File: config.mk
export PLATFORM = sky130hd
export DESIGN_NAME = bounded_multiset_table_top_flat
export DESIGN_NICKNAME = d
export VERILOG_FILES = /design/src/bmt_pkg.sv /design/src/bmt_in_if.sv /design/src/bmt_out_if.sv /design/src/bmt_store.sv /design/src/bmt_ctrl.sv /design/src/bounded_multiset_table_top.sv /design/src/flat_wrapper.sv
export SDC_FILE = /design/constraint.sdc
export NUM_CORES = 1
export LEC_CHECK = 0
export ABC_AREA = 1
export BUFFER_PORTS_ARGS = -buffer_cell sky130_fd_sc_hd__buf_4
export CORE_ASPECT_RATIO = 0.8
export CORE_MARGIN = 1
export CORE_UTILIZATION = 50
export CTS_BUF_LIST = sky130_fd_sc_hd__clkbuf_16
export CTS_CLUSTER_DIAMETER = 50
export DETAILED_ROUTE_END_ITERATION = 10
export PLACE_DENSITY = 0.66
export SYNTH_ARGS = -nofsm -noshare
export SYNTH_HDL_FRONTEND = slang
export SYNTH_HIERARCHICAL = 1
export SYNTH_SLANG_ARGS = --single-unit
File: constraint.sdc
create_clock -name clk_i -period 4.7 [get_ports clk_i]
set_input_delay 0.47 -clock clk_i [delete_from_list [all_inputs] [get_ports clk_i]]
set_output_delay 0.47 -clock clk_i [all_outputs]
set_load 0.005 [all_outputs]
File: src/bmt_pkg.sv
// shared constants, types and codes for the bounded multiset table
// no dependencies; used by the interfaces, the controller, the store and the top level
package bmt_pkg;

  localparam int unsigned CAPACITY    = 16;
  localparam int unsigned VALUE_WIDTH = 32;

  localparam int unsigned ACTION_W = 2;
  localparam int unsigned IN_VAL_W = 32;
  localparam int unsigned OUT_CNT_W = 5;

  // entry address and count widths follow the capacity
  localparam int unsigned IDX_W = (CAPACITY > 1) ? $clog2(CAPACITY) : 1;
  localparam int unsigned CNT_W = $clog2(CAPACITY + 1);

  typedef enum logic [ACTION_W-1:0] {
    ACT_INSERT = 2'd0,
    ACT_REMOVE = 2'd1,
    ACT_QUERY  = 2'd2,
    ACT_CLEAR  = 2'd3
  } action_e;

  typedef enum logic [1:0] {
    ST_IDLE,
    ST_SCAN,
    ST_SHIFT,
    ST_REPLY
  } state_e;

  typedef struct packed {
    logic                   ren;
    logic [IDX_W-1:0]       raddr;
    logic                   wen;
    logic [IDX_W-1:0]       waddr;
    logic [VALUE_WIDTH-1:0] wdata;
  } mem_req_t;

  typedef struct packed {
    logic [OUT_CNT_W-1:0] copies;
    logic                 present;
    logic [OUT_CNT_W-1:0] occupancy;
    logic                 is_full;
    logic                 is_empty;
    logic                 rejected;
  } result_t;

endpackage

File: src/bmt_in_if.sv
// input channel of the bounded multiset table: valid/ready plus action and value
// depends on bmt_pkg
interface bmt_in_if;
  logic                          valid;
  logic                          ready;
  logic [bmt_pkg::ACTION_W-1:0]  action;
  logic [bmt_pkg::IN_VAL_W-1:0]  value;

  modport source (output valid, output action, output value, input ready);
  modport sink   (input valid, input action, input value, output ready);
endinterface

File: src/bmt_out_if.sv
// result channel of the bounded multiset table: valid/ready plus the result fields
// depends on bmt_pkg
interface bmt_out_if;
  logic                          valid;
  logic                          ready;
  logic [bmt_pkg::OUT_CNT_W-1:0] copies;
  logic                          present;
  logic [bmt_pkg::OUT_CNT_W-1:0] occupancy;
  logic                          is_full;
  logic                          is_empty;
  logic                          rejected;

  modport source (output valid, output copies, output present, output occupancy,
                  output is_full, output is_empty, output rejected, input ready);
  modport sink   (input valid, input copies, input present, input occupancy,
                  input is_full, input is_empty, input rejected, output ready);
endinterface

File: src/bmt_store.sv
// entry storage: one write port and one registered read port
// depends on bmt_pkg
module bmt_store (
  input  logic                            clk_i,
  input  bmt_pkg::mem_req_t               req_i,
  output logic [bmt_pkg::VALUE_WIDTH-1:0] rdata_o
);

  logic [bmt_pkg::VALUE_WIDTH-1:0] mem [bmt_pkg::CAPACITY];
  logic [bmt_pkg::VALUE_WIDTH-1:0] rdata_q;

  always_ff @(posedge clk_i) begin
    if (req_i.wen) begin
      mem[req_i.waddr] <= req_i.wdata;
    end
  end

  always_ff @(posedge clk_i) begin
    if (req_i.ren) begin
      rdata_q <= mem[req_i.raddr];
    end
  end

  assign rdata_o = rdata_q;

endmodule

File: src/bmt_ctrl.sv
// sequencer: scans the entries one per cycle through a shared comparator,
// then shifts entries down on a remove that finds the value and produces the result word
// depends on bmt_pkg and bmt_in_if
module bmt_ctrl (
  input  logic                            clk_i,
  input  logic                            rst_ni,
  bmt_in_if.sink                          in_i,
  input  logic [bmt_pkg::VALUE_WIDTH-1:0] rdata_i,
  output bmt_pkg::mem_req_t               req_o,
  output logic                            res_valid_o,
  input  logic                            res_take_i,
  output bmt_pkg::result_t                res_o
);

  bmt_pkg::state_e                 state_q, state_d;
  bmt_pkg::action_e                action_q, action_d;
  logic [bmt_pkg::VALUE_WIDTH-1:0] value_q, value_d;
  logic [bmt_pkg::CNT_W-1:0]       fill_q, fill_d;
  logic [bmt_pkg::CNT_W-1:0]       idx_q, idx_d;
  logic [bmt_pkg::CNT_W-1:0]       cnt_q, cnt_d;
  logic [bmt_pkg::IDX_W-1:0]       first_q, first_d;
  logic                            found_q, found_d;
  logic                            pv_q, pv_d;
  logic [bmt_pkg::IDX_W-1:0]       pidx_q, pidx_d;
  logic                            hit;
  logic                            more;
  logic                            full;
  logic [bmt_pkg::CNT_W-1:0]       new_fill;

  assign hit  = pv_q && (rdata_i == value_q);
  assign more = idx_q < fill_q;
  assign full = fill_q >= bmt_pkg::CNT_W'(bmt_pkg::CAPACITY);

  always_comb begin
    case (action_q)
      bmt_pkg::ACT_INSERT: new_fill = full ? fill_q : fill_q + 1'b1;
      bmt_pkg::ACT_REMOVE: new_fill = found_q ? fill_q - 1'b1 : fill_q;
      bmt_pkg::ACT_CLEAR:  new_fill = '0;
      default:             new_fill = fill_q;
    endcase
  end

  always_comb begin
    state_d  = state_q;
    action_d = action_q;
    value_d  = value_q;
    fill_d   = fill_q;
    idx_d    = idx_q;
    cnt_d    = cnt_q;
    first_d  = first_q;
    found_d  = found_q;
    pv_d     = 1'b0;
    pidx_d   = pidx_q;
    req_o    = '0;
    res_valid_o = 1'b0;

    res_o.copies    = bmt_pkg::OUT_CNT_W'(cnt_q);
    res_o.present   = found_q;
    res_o.occupancy = bmt_pkg::OUT_CNT_W'(new_fill);
    res_o.is_full   = new_fill >= bmt_pkg::CNT_W'(bmt_pkg::CAPACITY);
    res_o.is_empty  = new_fill == '0;
    res_o.rejected  = (action_q == bmt_pkg::ACT_INSERT) && full;

    case (state_q)
      bmt_pkg::ST_IDLE: begin
        if (in_i.valid) begin
          action_d = bmt_pkg::action_e'(in_i.action);
          value_d  = bmt_pkg::VALUE_WIDTH'(in_i.value);
          idx_d    = '0;
          cnt_d    = '0;
          found_d  = 1'b0;
          first_d  = '0;
          state_d  = bmt_pkg::ST_SCAN;
        end
      end
      bmt_pkg::ST_SCAN: begin
        // read entry idx, compare it in the cycle after
        req_o.ren   = more;
        req_o.raddr = idx_q[bmt_pkg::IDX_W-1:0];
        pv_d        = more;
        pidx_d      = idx_q[bmt_pkg::IDX_W-1:0];
        if (more) begin
          idx_d = idx_q + 1'b1;
        end
        if (hit) begin
          cnt_d = cnt_q + 1'b1;
          if (!found_q) begin
            found_d = 1'b1;
            first_d = pidx_q;
          end
        end
        if (!more && !pv_q) begin
          if (action_q == bmt_pkg::ACT_REMOVE && found_q) begin
            idx_d   = bmt_pkg::CNT_W'(first_q) + 1'b1;
            state_d = bmt_pkg::ST_SHIFT;
          end else begin
            state_d = bmt_pkg::ST_REPLY;
          end
        end
      end
      bmt_pkg::ST_SHIFT: begin
        // move entry i+1 down to i, closing the gap left by the removed one
        req_o.ren   = more;
        req_o.raddr = idx_q[bmt_pkg::IDX_W-1:0];
        pv_d        = more;
        pidx_d      = idx_q[bmt_pkg::IDX_W-1:0];
        if (more) begin
          idx_d = idx_q + 1'b1;
        end
        if (pv_q) begin
          req_o.wen   = 1'b1;
          req_o.waddr = pidx_q - 1'b1;
          req_o.wdata = rdata_i;
        end
        if (!more && !pv_q) begin
          state_d = bmt_pkg::ST_REPLY;
        end
      end
      bmt_pkg::ST_REPLY: begin
        res_valid_o = 1'b1;
        if (res_take_i) begin
          if (action_q == bmt_pkg::ACT_INSERT && !full) begin
            req_o.wen   = 1'b1;
            req_o.waddr = fill_q[bmt_pkg::IDX_W-1:0];
            req_o.wdata = value_q;
          end
          fill_d  = new_fill;
          state_d = bmt_pkg::ST_IDLE;
        end
      end
      default: begin
        state_d = bmt_pkg::ST_IDLE;
      end
    endcase
  end

  assign in_i.ready = state_q == bmt_pkg::ST_IDLE;

  always_ff @(posedge clk_i or negedge rst_ni) begin
    if (!rst_ni) begin
      state_q <= bmt_pkg::ST_IDLE;
      fill_q  <= '0;
      pv_q    <= 1'b0;
    end else begin
      state_q <= state_d;
      fill_q  <= fill_d;
      pv_q    <= pv_d;
    end
  end

  always_ff @(posedge clk_i) begin
    action_q <= action_d;
    value_q  <= value_d;
    idx_q    <= idx_d;
    cnt_q    <= cnt_d;
    first_q  <= first_d;
    found_q  <= found_d;
    pidx_q   <= pidx_d;
  end

endmodule

File: src/bounded_multiset_table_top.sv
// bounded multiset table, top level: controller, entry store and result register
// a request is accepted only from idle; the controller scans the stored entries, shifts the
//   entries behind the match down on a remove that hits, then parks the result word in the result register
// the next request is accepted only after the result word is taken; result stalls delay it
// reset: asynchronous active low, empties the table; entry contents are not cleared
// depends on bmt_pkg, bmt_in_if, bmt_out_if, bmt_store, bmt_ctrl
module bounded_multiset_table_top (
  input  logic      clk_i,
  input  logic      rst_ni,
  bmt_in_if.sink    in_i,
  bmt_out_if.source out_o
);

  bmt_pkg::mem_req_t               req;
  logic [bmt_pkg::VALUE_WIDTH-1:0] rdata;
  logic                            res_valid;
  logic                            res_take;
  bmt_pkg::result_t                res;
  bmt_pkg::result_t                out_q;
  logic                            out_valid_q;

  bmt_store u_store (
    .clk_i   (clk_i),
    .req_i   (req),
    .rdata_o (rdata)
  );

  bmt_ctrl u_ctrl (
    .clk_i       (clk_i),
    .rst_ni      (rst_ni),
    .in_i        (in_i),
    .rdata_i     (rdata),
    .req_o       (req),
    .res_valid_o (res_valid),
    .res_take_i  (res_take),
    .res_o       (res)
  );

  // result register frees the controller once the word is parked here
  assign res_take = res_valid && (!out_valid_q || out_o.ready);

  always_ff @(posedge clk_i or negedge rst_ni) begin
    if (!rst_ni) begin
      out_valid_q <= 1'b0;
    end else if (res_take) begin
      out_valid_q <= 1'b1;
    end else if (out_o.ready) begin
      out_valid_q <= 1'b0;
    end
  end

  always_ff @(posedge clk_i) begin
    if (res_take) begin
      out_q <= res;
    end
  end

  assign out_o.valid     = out_valid_q;
  assign out_o.copies    = out_q.copies;
  assign out_o.present   = out_q.present;
  assign out_o.occupancy = out_q.occupancy;
  assign out_o.is_full   = out_q.is_full;
  assign out_o.is_empty  = out_q.is_empty;
  assign out_o.rejected  = out_q.rejected;

endmodule
File: src/flat_wrapper.sv
// flat-port wrapper written by rule: the top's interface ports become plain ports
module bounded_multiset_table_top_flat 
  (clk_i, rst_ni, in_i_valid, in_i_action, in_i_value, in_i_ready, out_o_valid, out_o_copies, out_o_present, out_o_occupancy, out_o_is_full, out_o_is_empty, out_o_rejected, out_o_ready);
  bmt_in_if in_i_i ();
  bmt_out_if out_o_i ();
  input  logic clk_i;
  input  logic rst_ni;
  input wire logic [$bits(in_i_i.valid)-1:0] in_i_valid;
  input wire logic [$bits(in_i_i.action)-1:0] in_i_action;
  input wire logic [$bits(in_i_i.value)-1:0] in_i_value;
  output wire logic [$bits(in_i_i.ready)-1:0] in_i_ready;
  output wire logic [$bits(out_o_i.valid)-1:0] out_o_valid;
  output wire logic [$bits(out_o_i.copies)-1:0] out_o_copies;
  output wire logic [$bits(out_o_i.present)-1:0] out_o_present;
  output wire logic [$bits(out_o_i.occupancy)-1:0] out_o_occupancy;
  output wire logic [$bits(out_o_i.is_full)-1:0] out_o_is_full;
  output wire logic [$bits(out_o_i.is_empty)-1:0] out_o_is_empty;
  output wire logic [$bits(out_o_i.rejected)-1:0] out_o_rejected;
  input wire logic [$bits(out_o_i.ready)-1:0] out_o_ready;
  assign in_i_i.valid = in_i_valid;
  assign in_i_i.action = in_i_action;
  assign in_i_i.value = in_i_value;
  assign in_i_ready = in_i_i.ready;
  assign out_o_valid = out_o_i.valid;
  assign out_o_copies = out_o_i.copies;
  assign out_o_present = out_o_i.present;
  assign out_o_occupancy = out_o_i.occupancy;
  assign out_o_is_full = out_o_i.is_full;
  assign out_o_is_empty = out_o_i.is_empty;
  assign out_o_rejected = out_o_i.rejected;
  assign out_o_i.ready = out_o_ready;
  bounded_multiset_table_top u_core (.clk_i(clk_i), .rst_ni(rst_ni), .in_i(in_i_i), .out_o(out_o_i));
endmodule
==> results by group, run 1 <==
Synth
  – Syn Area/Cell: 10.5 sq um
  – Post-synthesis cell area: 27400 sq um
  – Post-synthesis cell count: 2613
  – Post-synth cell types: 37
  – Yosys top cell area share: 0.670
  – Area leader, netlist: edfxtp_1
  – Register bit total from synthesis: 620
  – Yosys warns: 6
  – Register area share after synthesis: 0.679
  – Ys async rst share: 0.0145
  – Syn_nets: 2666
  – EDFF count, synth: 611
  – Main synth FF type: edfxtp_1
  – Main area contributors after synthesis: edfxtp_1 (67%), nand2_1 (11%), nand3_1 (7.4%), inv_1 (6.6%), buf_6 (1.2%)

Die
  – Starting density of the core: 0.508
  – Chip width: 264 microns
  – Core Area: 53900 sq um
  – # rows: 76
  – Die area: 55700 sq um
  – IO Count: 54
  – Die Ht: 211 microns

Cells and area
  – Area growth syn-to-layout: 11.3%
  – Final nets: 2713
  – Antenna cells: 0
  – Commonest non-fill, non-tap cells in the layout: nand2_1 (800), edfxtp_1 (611), inv_1 (490), nand3_1 (405), buf_4 (83)
  – Fin util: 0.565
  – Share of cells above drive strength 1: 0.0840
  – Most common cell after layout, fill and taps aside: nand2_1
  – Fillcell total: 4477

Timing
  – FMAX: 269 MHz
  – Final worst slack: 0.979 ns
  – Setup TNS: 0 ns
  – RSZ-0062 raised after global routing: false
  – Hold Vio Cnt, Final: 0
  – Worst clock skew: 0.0201 ns
  – Max-slew violation count: 0
  – Final setup vio count: 0
  – Fin crit share: 0.792
  – Final Critical Period: 3.72 ns
  – Worst-Margin Slew: 1.30 ns
  – Max transition margin: 0.134

Run status
  – Status: finished, final reports clean

Setup path
  – CP endpoint kind: register
  – Crit path arrival time: 3.95 ns
  – Critical Path Fanout Max: 24
  – Crit path required time: 4.93 ns
  – Startpoint Class: register
  – Setup CP Type: register to register

Pwr
  – Lkg Pwr: 13.0 nW
  – Power Dens Cells: 596 nW/um^2
  – Maximum vdd drop: 0.511 mV
  – Design Power: 18.2 mW

Routing
  – Via count: 18.2k
  – Post-route ant nets: 0
  – Via density: 5.33
  – Final WL: 66900 microns
  – DRT iter0 DRCs: 2015
  – Drt pass-1 iters: 6
  – DRC errors left: 0
  – WL/cell: 19.6 microns

Placed design
  – Placed wire-length estimate: 36300 microns
  – Place WS: 1.04 ns
  – RD Place Congestion: 0.835
  – IO buf count: 53

GRT
  – GR Util met2: 0.382
  – Vias in the first global route: 17.5k
  – Initial antenna violation count: 0
  – Largest net degree at the start of global routing: 176
  – GRT Total Usage: 0.246
  – Total gr overflow: 0
  – GR Layer Usage met3: 0.0441
  – Grt peak-use layer: met2
  – First-pass GRT wire length: 103000 microns
  – GR Layer Usage met1: 0.348

Clocking
  – Maximum root-to-sink buffer count: 3
  – CTS tree: built
  – Clock root buffer: clkbuf_16
  – H-tree Lvls: 3
  – Num CTS Buffers: 66
  – CTS sink cnt: 620
  – Worst-Skew Late Latency: 0.60 ns
  – PostCTS Resize Cnt: 0
  – Worst-path clk slew: 0.06 ns

Run
  – Max cap viols: 0

Min path
  – Hold crit path type: input pin to register
## logic make-up (layout without fill, tap and decap cells)
kind of cell               count (synthesis)  in the layout  synth area share
AOI/OAI and AO/OA                         73             73            0.0167
and+or+nand+nor                         1280           1280             0.198
buffers and inverters                    611            700            0.0958
adders and majority gates                 15             15           0.00686
xor gates and xnor gates                  14             14           0.00448
DFF                                      620            620             0.679
## cells in the mapped netlist (2+ instances only)
cell type	instances
nand2_1	800
edfxtp_1	611
inv_1	483
nand3_1	405
nor2_1	48
buf_2	44
o22ai_1	30
buf_6	29
clkbuf_1	19
ha_1	15
buf_1	14
a21oi_1	13
o21ai_1	13
xor2_1	11
buf_4	10
dfrtp_1	9
inv_2	9
nand4_1	9
o21ai_0	8
nand3b_1	5
a32o_1	4
nand2_2	3
nor2_4	3
xnor2_1	3
nand3_2	2
nor3_1	2
## sequential cells by signal (all words and copies together) (netlist names), 2 cells and up
register and flops:
u_core/out_o.copies 5, u_core/out_o.occupancy 5, u_core/u_ctrl/action_q 2, u_core/u_ctrl/cnt_q 5, u_core/u_ctrl/fill_q 5, u_core/u_ctrl/first_q 4
u_core/u_ctrl/idx_q 5, u_core/u_ctrl/pidx_q 4, u_core/u_ctrl/state_q 2, u_core/u_ctrl/value_q 32, u_core/u_store/mem 512, u_core/u_store/rdata_o 32
## worst max-delay path: stages, from the launching register on
cell and delay [ns]:
dfrtp_1 0.45, ha_1 0.23, inv_1 0.08, a21oi_2 0.12, nand2_1 0.16, inv_1 0.09, buf_4 0.22, nand2_1 0.09
buf_4 0.25, o22ai_1 0.28, nand3b_1 0.38, nor2_4 0.45, buf_4 0.52
## power breakdown
group / leakage (nW) / switching (mW) / internal (mW)
logic: 6.27 / 4.29 / 1.66
registers: 5.75 / 0.318 / 7.04
clock network: 1.02 / 2.08 / 2.76
total: 13.0 / 6.69 / 11.5
## layout make-up
class	instances	area [sq um]	area share
clock buffers	69	1730	0.0567
multi-input cells	1382	6320	0.207
clock inverters	41	254	0.00833
repair buffers	96	856	0.0281
flip-flops and latches	620	18600	0.609
well taps	702	878	0.0288
inverters	494	1870	0.0614
## final timing paths
path,from,to,slack [ns],depth (start not counted)
max,u_core/u_ctrl/state_q[0],u_core/u_store/mem[6][17],0.98,12
min,in_i_value[25],u_core/u_ctrl/value_q[25],0.04,1
max reg2reg,u_core/u_ctrl/state_q[0],u_core/u_store/mem[6][17],0.98,12
min reg2reg,u_core/u_ctrl/cnt_q[1],u_core/out_o.copies[1],0.48,0
max in group asynchronous,rst_ni,u_core/u_ctrl/state_q[1],4.31,2
min in group asynchronous,rst_ni,u_core/u_ctrl/pv_q,0.24,2
## timing repair
action / 4_1_cts / 5_1_grt
endpoints found under the hold margin: 9 / 0
hold buffers: 1 / 0
setup endpoints to repair: 0 / 0
buffers inserted: 0 / 0
## layer usage
metal / vias to the layer above / wire, microns
li1: 8595 / -
met1: 8622 / 28800
met2: 796 / 30400
met3: 147 / 5730
met4: 0 / 1950
met5: - / 0
## per-stage QoR
stage          instances  hold WS (ns)  instance area, sq um
2_1_floorplan       2613         0.174                 27400
3_3_place_gp        3290         0.304                 28400
3_5_place_dp        3292         0.306                 28500
4_1_cts             3403        0.0114                 30500
5_1_grt             3404        0.0210                 30500
6_report            3404        0.0435                 30500
No activity file was read; power rests on OpenSTA's default activity.
==> run 2: changes to the inputs <==
PLACE_DENSITY = 0.68   (was 0.66)
clock period = 3.4 ns   (was 4.7 ns; I/O delays follow)
==> results by group, run 2 (synthesis results as in run 1) <==
Run status
  – Status: finished, final reports clean

Routing
  – DRT iter0 DRCs: 1959 (-2.8%)
  – DRC errors left: 0 (unchanged)
  – Final WL: 67200 microns (+0.46%)
  – Drt pass-1 iters: 5 (-1)
  – Post-route ant nets: 0 (unchanged)
  – Via density: 5.28 (-0.94%)
  – Via count: 18.4k (+1.2%)
  – WL/cell: 19.3 microns (-1.6%)

Pwr
  – Maximum vdd drop: 0.613 mV (+20%)
  – Design Power: 25.0 mW (+37%)
  – Seq pwr share: 0.407 (+0.002)
  – Sw power: 9.39 mW (+40%)
  – Switch share: 0.376 (+0.00747)
  – Lkg Pwr: 13.3 nW (+2.3%)
  – Cell-internal power: 15.6 mW (+36%)
  – Power Dens Cells: 805 nW/um^2 (+35%)
  – Logic gate share of total power: 0.348 (+0.020)
  – Clock power share: 0.245 (-0.022)

Timing
  – Max-slew violation count: 0 (unchanged)
  – Fin crit share: 0.938 (+0.146)
  – FMAX: 314 MHz (+17%)
  – Final Critical Period: 3.19 ns (-0.531 ns)
  – Worst-Margin Slew: 1.05 ns (-0.250 ns)
  – Worst Hold Slack: 0.0735 ns (+0.0300 ns)
  – Hold Vio Cnt, Final: 0 (unchanged)
  – Final setup vio count: 0 (unchanged)
  – Max transition margin: 0.300 (+0.166)
  – Worst clock skew: 0.0225 ns (+0.00244 ns)

Die
  – Starting density of the core: 0.508 (unchanged)
  – IO Count: 54 (unchanged)
  – Core Area: 53900 sq um (unchanged)
  – Chip width: 264 microns (unchanged)
  – # rows: 76 (unchanged)
  – Die Ht: 211 microns (unchanged)
  – Die area: 55700 sq um (unchanged)

Cells and area
  – Top reg by flops: u_core/u_store/mem
  – Commonest non-fill, non-tap cells in the layout: nand2_1 (800), edfxtp_1 (611), inv_1 (493), nand3_1 (405), buf_4 (113)
  – Area growth syn-to-layout: 13.2%
  – Finished Layout Cells: 3476 (+2.1%)
  – Register area: 18600 sq um (unchanged)
  – Fin util: 0.575 (+0.00931)
  – Most common cell after layout, fill and taps aside: nand2_1
  – Fillcell total: 4354 (-2.7%)
  – Share of cells above drive strength 1: 0.0912 (+0.00723)
  – Max reg flops: 512 (unchanged)
  – Multi-input logic area: 6300 sq um (-0.20%)
  – Final nets: 2778 (+2.4%)

Setup path
  – CP top delay family: simple AND/OR/NAND/NOR gates
  – Slowest CP cell: dfrtp_1
  – Startpoint Class: register
  – CP endpoint kind: register
  – Crit path arrival time: 3.45 ns (-0.50 ns)
  – Max incr delay on CP: 0.46 ns (-0.06 ns)
  – Crit path required time: 3.66 ns (-1.27 ns)
  – Crit path cell chain: ha_1 > inv_1 > a21oi_2 > nand2_1 > inv_1 > nand2_1 > o22ai_1 > nand3b_1 > nor2_4 > buf_4
  – Setup CP Type: register to register
  – Critical Path Fanout Max: 32 (+33%)
  – Buf/Inv on CP: 3 (-2)

Clocking
  – Worst-path clk slew: 0.06 ns (about the same)
  – CTS sink cnt: 620 (unchanged)
  – Worst-Skew Late Latency: 0.64 ns (+0.04 ns)
  – Clock root buffer: clkbuf_16
  – Maximum root-to-sink buffer count: 3 (unchanged)
  – CTS tree: built
  – Num CTS Buffers: 59 (-11%)
  – H-tree Lvls: 2 (-1)

GRT
  – Vias in the first global route: 17.6k (+1.1%)
  – GRT Total Usage: 0.244 (-0.00139)
  – Total gr overflow: 0 (unchanged)
  – Largest net degree at the start of global routing: 129 (-27%)
  – First-pass GRT wire length: 103000 microns (+0.40%)
  – Initial antenna violation count: 0 (unchanged)

Placed design
  – Placed wire-length estimate: 40500 microns (+12%)
  – IO buf count: 53 (unchanged)
  – RD Place Congestion: 0.867 (+3.8%)
  – Total placed cells including tap cells: 3328 (+1.1%)

Min path
  – Hold crit path type: input pin to async pin

Run
  – Max cap viols: 0 (unchanged)
[run 2: path summary, 6_finish.rpt]
check | cells past startpoint | start | slack [ns] | end
setup / recovery | 10 | u_core/u_ctrl/state_q[0] | 0.21 | u_core/u_store/mem[8][4]
hold / removal | 2 | rst_ni | 0.07 | u_core/u_ctrl/state_q[1]
setup reg to reg | 10 | u_core/u_ctrl/state_q[0] | 0.21 | u_core/u_store/mem[8][4]
hold reg to reg | 0 | u_core/u_ctrl/cnt_q[4] | 0.50 | u_core/out_o.copies[4]
max in group asynchronous | 2 | rst_ni | 3.19 | u_core/u_ctrl/fill_q[3]
min in group clk_i | 4 | in_i_valid | 0.24 | u_core/u_ctrl/state_q[1]
[run 2: cell type report]
type / count / share of cell area
Sequential cell: 620 / 0.600
Multi-Input combinational cell: 1382 / 0.203
Inverter: 494 / 0.0603
Timing Repair Buffer: 168 / 0.0510
Clock buffer: 60 / 0.0485
Tap cell: 702 / 0.0284
Clock inverter: 49 / 0.00868
Antenna cell: 1 / 0.0000808
[run 2: repair_timing]
action,CTS,global route
setup endpoints to repair,0,52
setup buffers,0,2
endpoints found under the hold margin,44,0
resized for setup,0,1
hold buffers,36,0
[run 2: stage by stage]
stage               setup WS [ns]  area (sq um)  TNS, ns
floorplan                  -0.116         27400   -40.14
global placement            0.256         28800        0
detailed placement          0.195         28800        0
CTS                         0.174         30900        0
global route             -0.00752         31000  -0.0886
finish                      0.210         31000        0
[run 2: routing by layer]
| layer | part of all wire | up-vias | GRT usage |
|---|---|---|---|
| li1 | - | 8735 | - |
| met1 | 0.44 | 8714 | 0.353 |
| met2 | 0.45 | 805 | 0.374 |
| met3 | 0.093 | 115 | 0.0505 |
| met4 | 0.023 | 0 | 0.0722 |
| met5 | 0 | - | 0 |
[run 2: power groups by stage]
stage | Sequential, mW | Clock [mW] | Combinational, mW
floorplan | 10.2 | 0 | 6.04
global placement | 10.3 | 0 | 8.36
detailed placement | 10.3 | 0 | 8.54
CTS | 10.2 | 6.21 | 8.60
global route | 10.2 | 6.50 | 9.54
finish | 10.2 | 6.11 | 8.68
==> run 3: changes to the inputs <==
PLACE_DENSITY = 0.66   (was 0.68)
==> results by group, run 3 (synthesis results as in run 1) <==
Timing
  – Worst clock skew: 0.0234 ns (+0.000880 ns)
  – Fin crit share: 0.940 (+0.00222)
  – Max-slew violation count: 0 (unchanged)
  – Worst Hold Slack: 0.102 ns (+0.0281 ns)
  – FMAX: 313 MHz (-0.24%)
  – Setup TNS: 0 ns (unchanged)
  – RSZ-0062 raised after global routing: false
  – Worst-Margin Slew: 1.20 ns (+0.150 ns)
  – Hold Vio Cnt, Final: 0 (unchanged)
  – Final worst slack: 0.203 ns (-0.00754 ns)
  – Final setup vio count: 0 (unchanged)
  – Max transition margin: 0.200 (-0.0998)
  – Final Critical Period: 3.20 ns (+0.00754 ns)

Setup path
  – Slowest CP cell: dfrtp_1
  – Worst r2r src: u_core/u_ctrl/state_q[0]
  – Startpoint Class: register
  – Crit path launch: u_core/u_ctrl/state_q[0]
  – CP endpoint kind: register
  – Most Frequent Cell on Critical Path: nand2_1
  – Setup CP Type: register to register
  – Worst R2R End: u_core/u_store/mem[7][15]
  – Crit path cell chain: ha_1 > inv_1 > a21oi_2 > nand2_1 > inv_1 > nand2_1 > buf_4 > o22ai_1 > nand2_1 > nor2_4 > buf_12
  – Setup slack, reg-to-reg: 0.20 ns (about the same)
  – CP top delay family: simple AND/OR/NAND/NOR gates
  – Crit path required time: 3.68 ns (+0.02 ns)
  – Worst r2r path cells: 11 (+1)
  – Critical Path Fanout Max: 27 (-16%)
  – Buf/Inv on CP: 4 (+1)
  – Max incr delay on CP: 0.46 ns (about the same)
  – Crit path arrival time: 3.48 ns (+0.03 ns)

Clocking
  – CTS sink cnt: 620 (unchanged)
  – Worst-Skew Late Latency: 0.62 ns (-0.02 ns)
  – Post-CTS Setup Bufs: 0 (unchanged)
  – Clock root buffer: clkbuf_16
  – Maximum root-to-sink buffer count: 3 (unchanged)
  – Worst-path clk slew: 0.06 ns (about the same)
  – Num CTS Buffers: 66 (+12%)
  – H-tree Lvls: 3 (+1)
  – CTS tree: built

Die
  – Starting density of the core: 0.508 (unchanged)
  – Chip width: 264 microns (unchanged)
  – Die area: 55700 sq um (unchanged)
  – Core Area: 53900 sq um (unchanged)
  – IO Count: 54 (unchanged)
  – Die Ht: 211 microns (unchanged)
  – # rows: 76 (unchanged)

Cells and area
  – Commonest non-fill, non-tap cells in the layout: nand2_1 (800), edfxtp_1 (611), inv_1 (490), nand3_1 (405), buf_4 (114)
  – Register area: 18600 sq um (unchanged)
  – Finished Layout Cells: 3485 (+0.26%)
  – Fillcell total: 4325 (-0.67%)
  – Most common cell after layout, fill and taps aside: nand2_1
  – Fin area: 31200 sq um (+0.87%)
  – Top reg by flops: u_core/u_store/mem
  – Share of cells above drive strength 1: 0.0974 (+0.00614)
  – Antenna cells: 0 (-1)
  – Max reg flops: 512 (unchanged)
  – Area growth syn-to-layout: 14.2%
  – Fin util: 0.580 (+0.00501)
  – Final nets: 2786 (+0.29%)
  – Multi-input logic area: 6300 sq um (unchanged)

Pwr
  – Seq pwr share: 0.396 (-0.011)
  – Sw power: 9.49 mW (+1.1%)
  – Design Power: 25.6 mW (+2.7%)
  – Clock power share: 0.266 (+0.021)
  – Power Dens Cells: 820 nW/um^2 (+1.8%)
  – Cell-internal power: 16.1 mW (+3.7%)
  – Maximum vdd drop: 0.619 mV (+0.83%)
  – Switch share: 0.370 (-0.00598)
  – Lkg Pwr: 13.4 nW (+0.75%)
  – Logic gate share of total power: 0.338 (-0.010)

Routing
  – Via count: 18.4k (+0.27%)
  – DRT iter0 DRCs: 1799 (-8.2%)
  – WL/cell: 19.3 microns (-0.16%)
  – DRC errors left: 0 (unchanged)
  – Final WL: 67200 microns (about the same)
  – Post-route ant nets: 0 (unchanged)
  – Drt pass-1 iters: 8 (+3)
  – Via density: 5.28 (about the same)

Min path
  – Hold crit path type: input pin to async pin

Placed design
  – Place WS: 0.212 ns (+0.0168 ns)
  – Total placed cells including tap cells: 3331 (+0.090%)
  – Placed wire-length estimate: 39400 microns (-2.8%)
  – RD Place Congestion: 0.850 (-1.9%)
  – IO buf count: 53 (unchanged)
  – Placed Area: 28800 sq um (about the same)

GRT
  – Initial antenna violation count: 0 (unchanged)
  – Vias in the first global route: 17.9k (+1.4%)
  – First-pass GRT wire length: 104000 microns (+0.31%)
  – GRT Total Usage: 0.247 (+0.00266)
  – Total gr overflow: 0 (unchanged)
  – Largest net degree at the start of global routing: 126 (-2.3%)

Run status
  – Status: finished, final reports clean

Run
  – Max cap viols: 0 (unchanged)
run 3: worst max-delay path by stage:
| stage | to | slack, ns | depth (start not counted) |
|---|---|---|---|
| 2_1_floorplan | u_core/u_store/mem[12][0] | -0.12 | 10 |
| 3_3_place_gp | u_core/u_store/mem[9][21] | 0.36 | 11 |
| 3_5_place_dp | u_core/u_store/mem[9][22] | 0.21 | 11 |
| 4_1_cts | u_core/u_store/mem[9][5] | 0.18 | 11 |
| 5_1_grt | u_core/u_store/mem[8][28] | 0.0005 | 10 |
| 6_report | u_core/u_store/mem[7][15] | 0.20 | 11 |
run 3: worst reg2reg max path, stage by stage, from the launching register on:
cell,delay (ns)
dfrtp_1,0.46
ha_1,0.25
inv_1,0.08
a21oi_2,0.13
nand2_1,0.16
inv_1,0.11
nand2_1,0.16
buf_4,0.28
o22ai_1,0.32
nand2_1,0.32
nor2_4,0.31
buf_12,0.28
run 3: power by group through the flow:
stage | clock network (mW) | registers (mW) | logic [mW]
after floorplan | 0 | 10.2 | 6.04
after global placement | 0 | 10.3 | 8.36
after detailed placement | 0 | 10.3 | 8.52
after CTS | 6.92 | 10.2 | 8.59
after global routing | 7.20 | 10.2 | 9.57
final | 6.81 | 10.2 | 8.66
run 3: layout make-up:
class / count / area share
Inverter: 494 / 0.0598
Timing Repair Buffer: 169 / 0.0505
Multi-Input combinational cell: 1382 / 0.202
Sequential cell: 620 / 0.594
Clock buffer: 67 / 0.0537
Clock inverter: 51 / 0.0118
Tap cell: 702 / 0.0281
run 3: what timing repair did:
action / 4_1_cts / 5_1_grt
hold buffers: 36 / 0
gates resized for setup: 0 / 2
setup endpoints to repair: 0 / 42
hold endpoints to repair: 44 / 0
run 3: routing by layer:
metal | GRT usage | share of wire | up-vias
li1 | - | - | 8737
met1 | 0.338 | 0.42 | 8667
met2 | 0.386 | 0.45 | 887
met3 | 0.0605 | 0.10 | 127
met4 | 0.0871 | 0.030 | 0
met5 | 0 | 0 | -
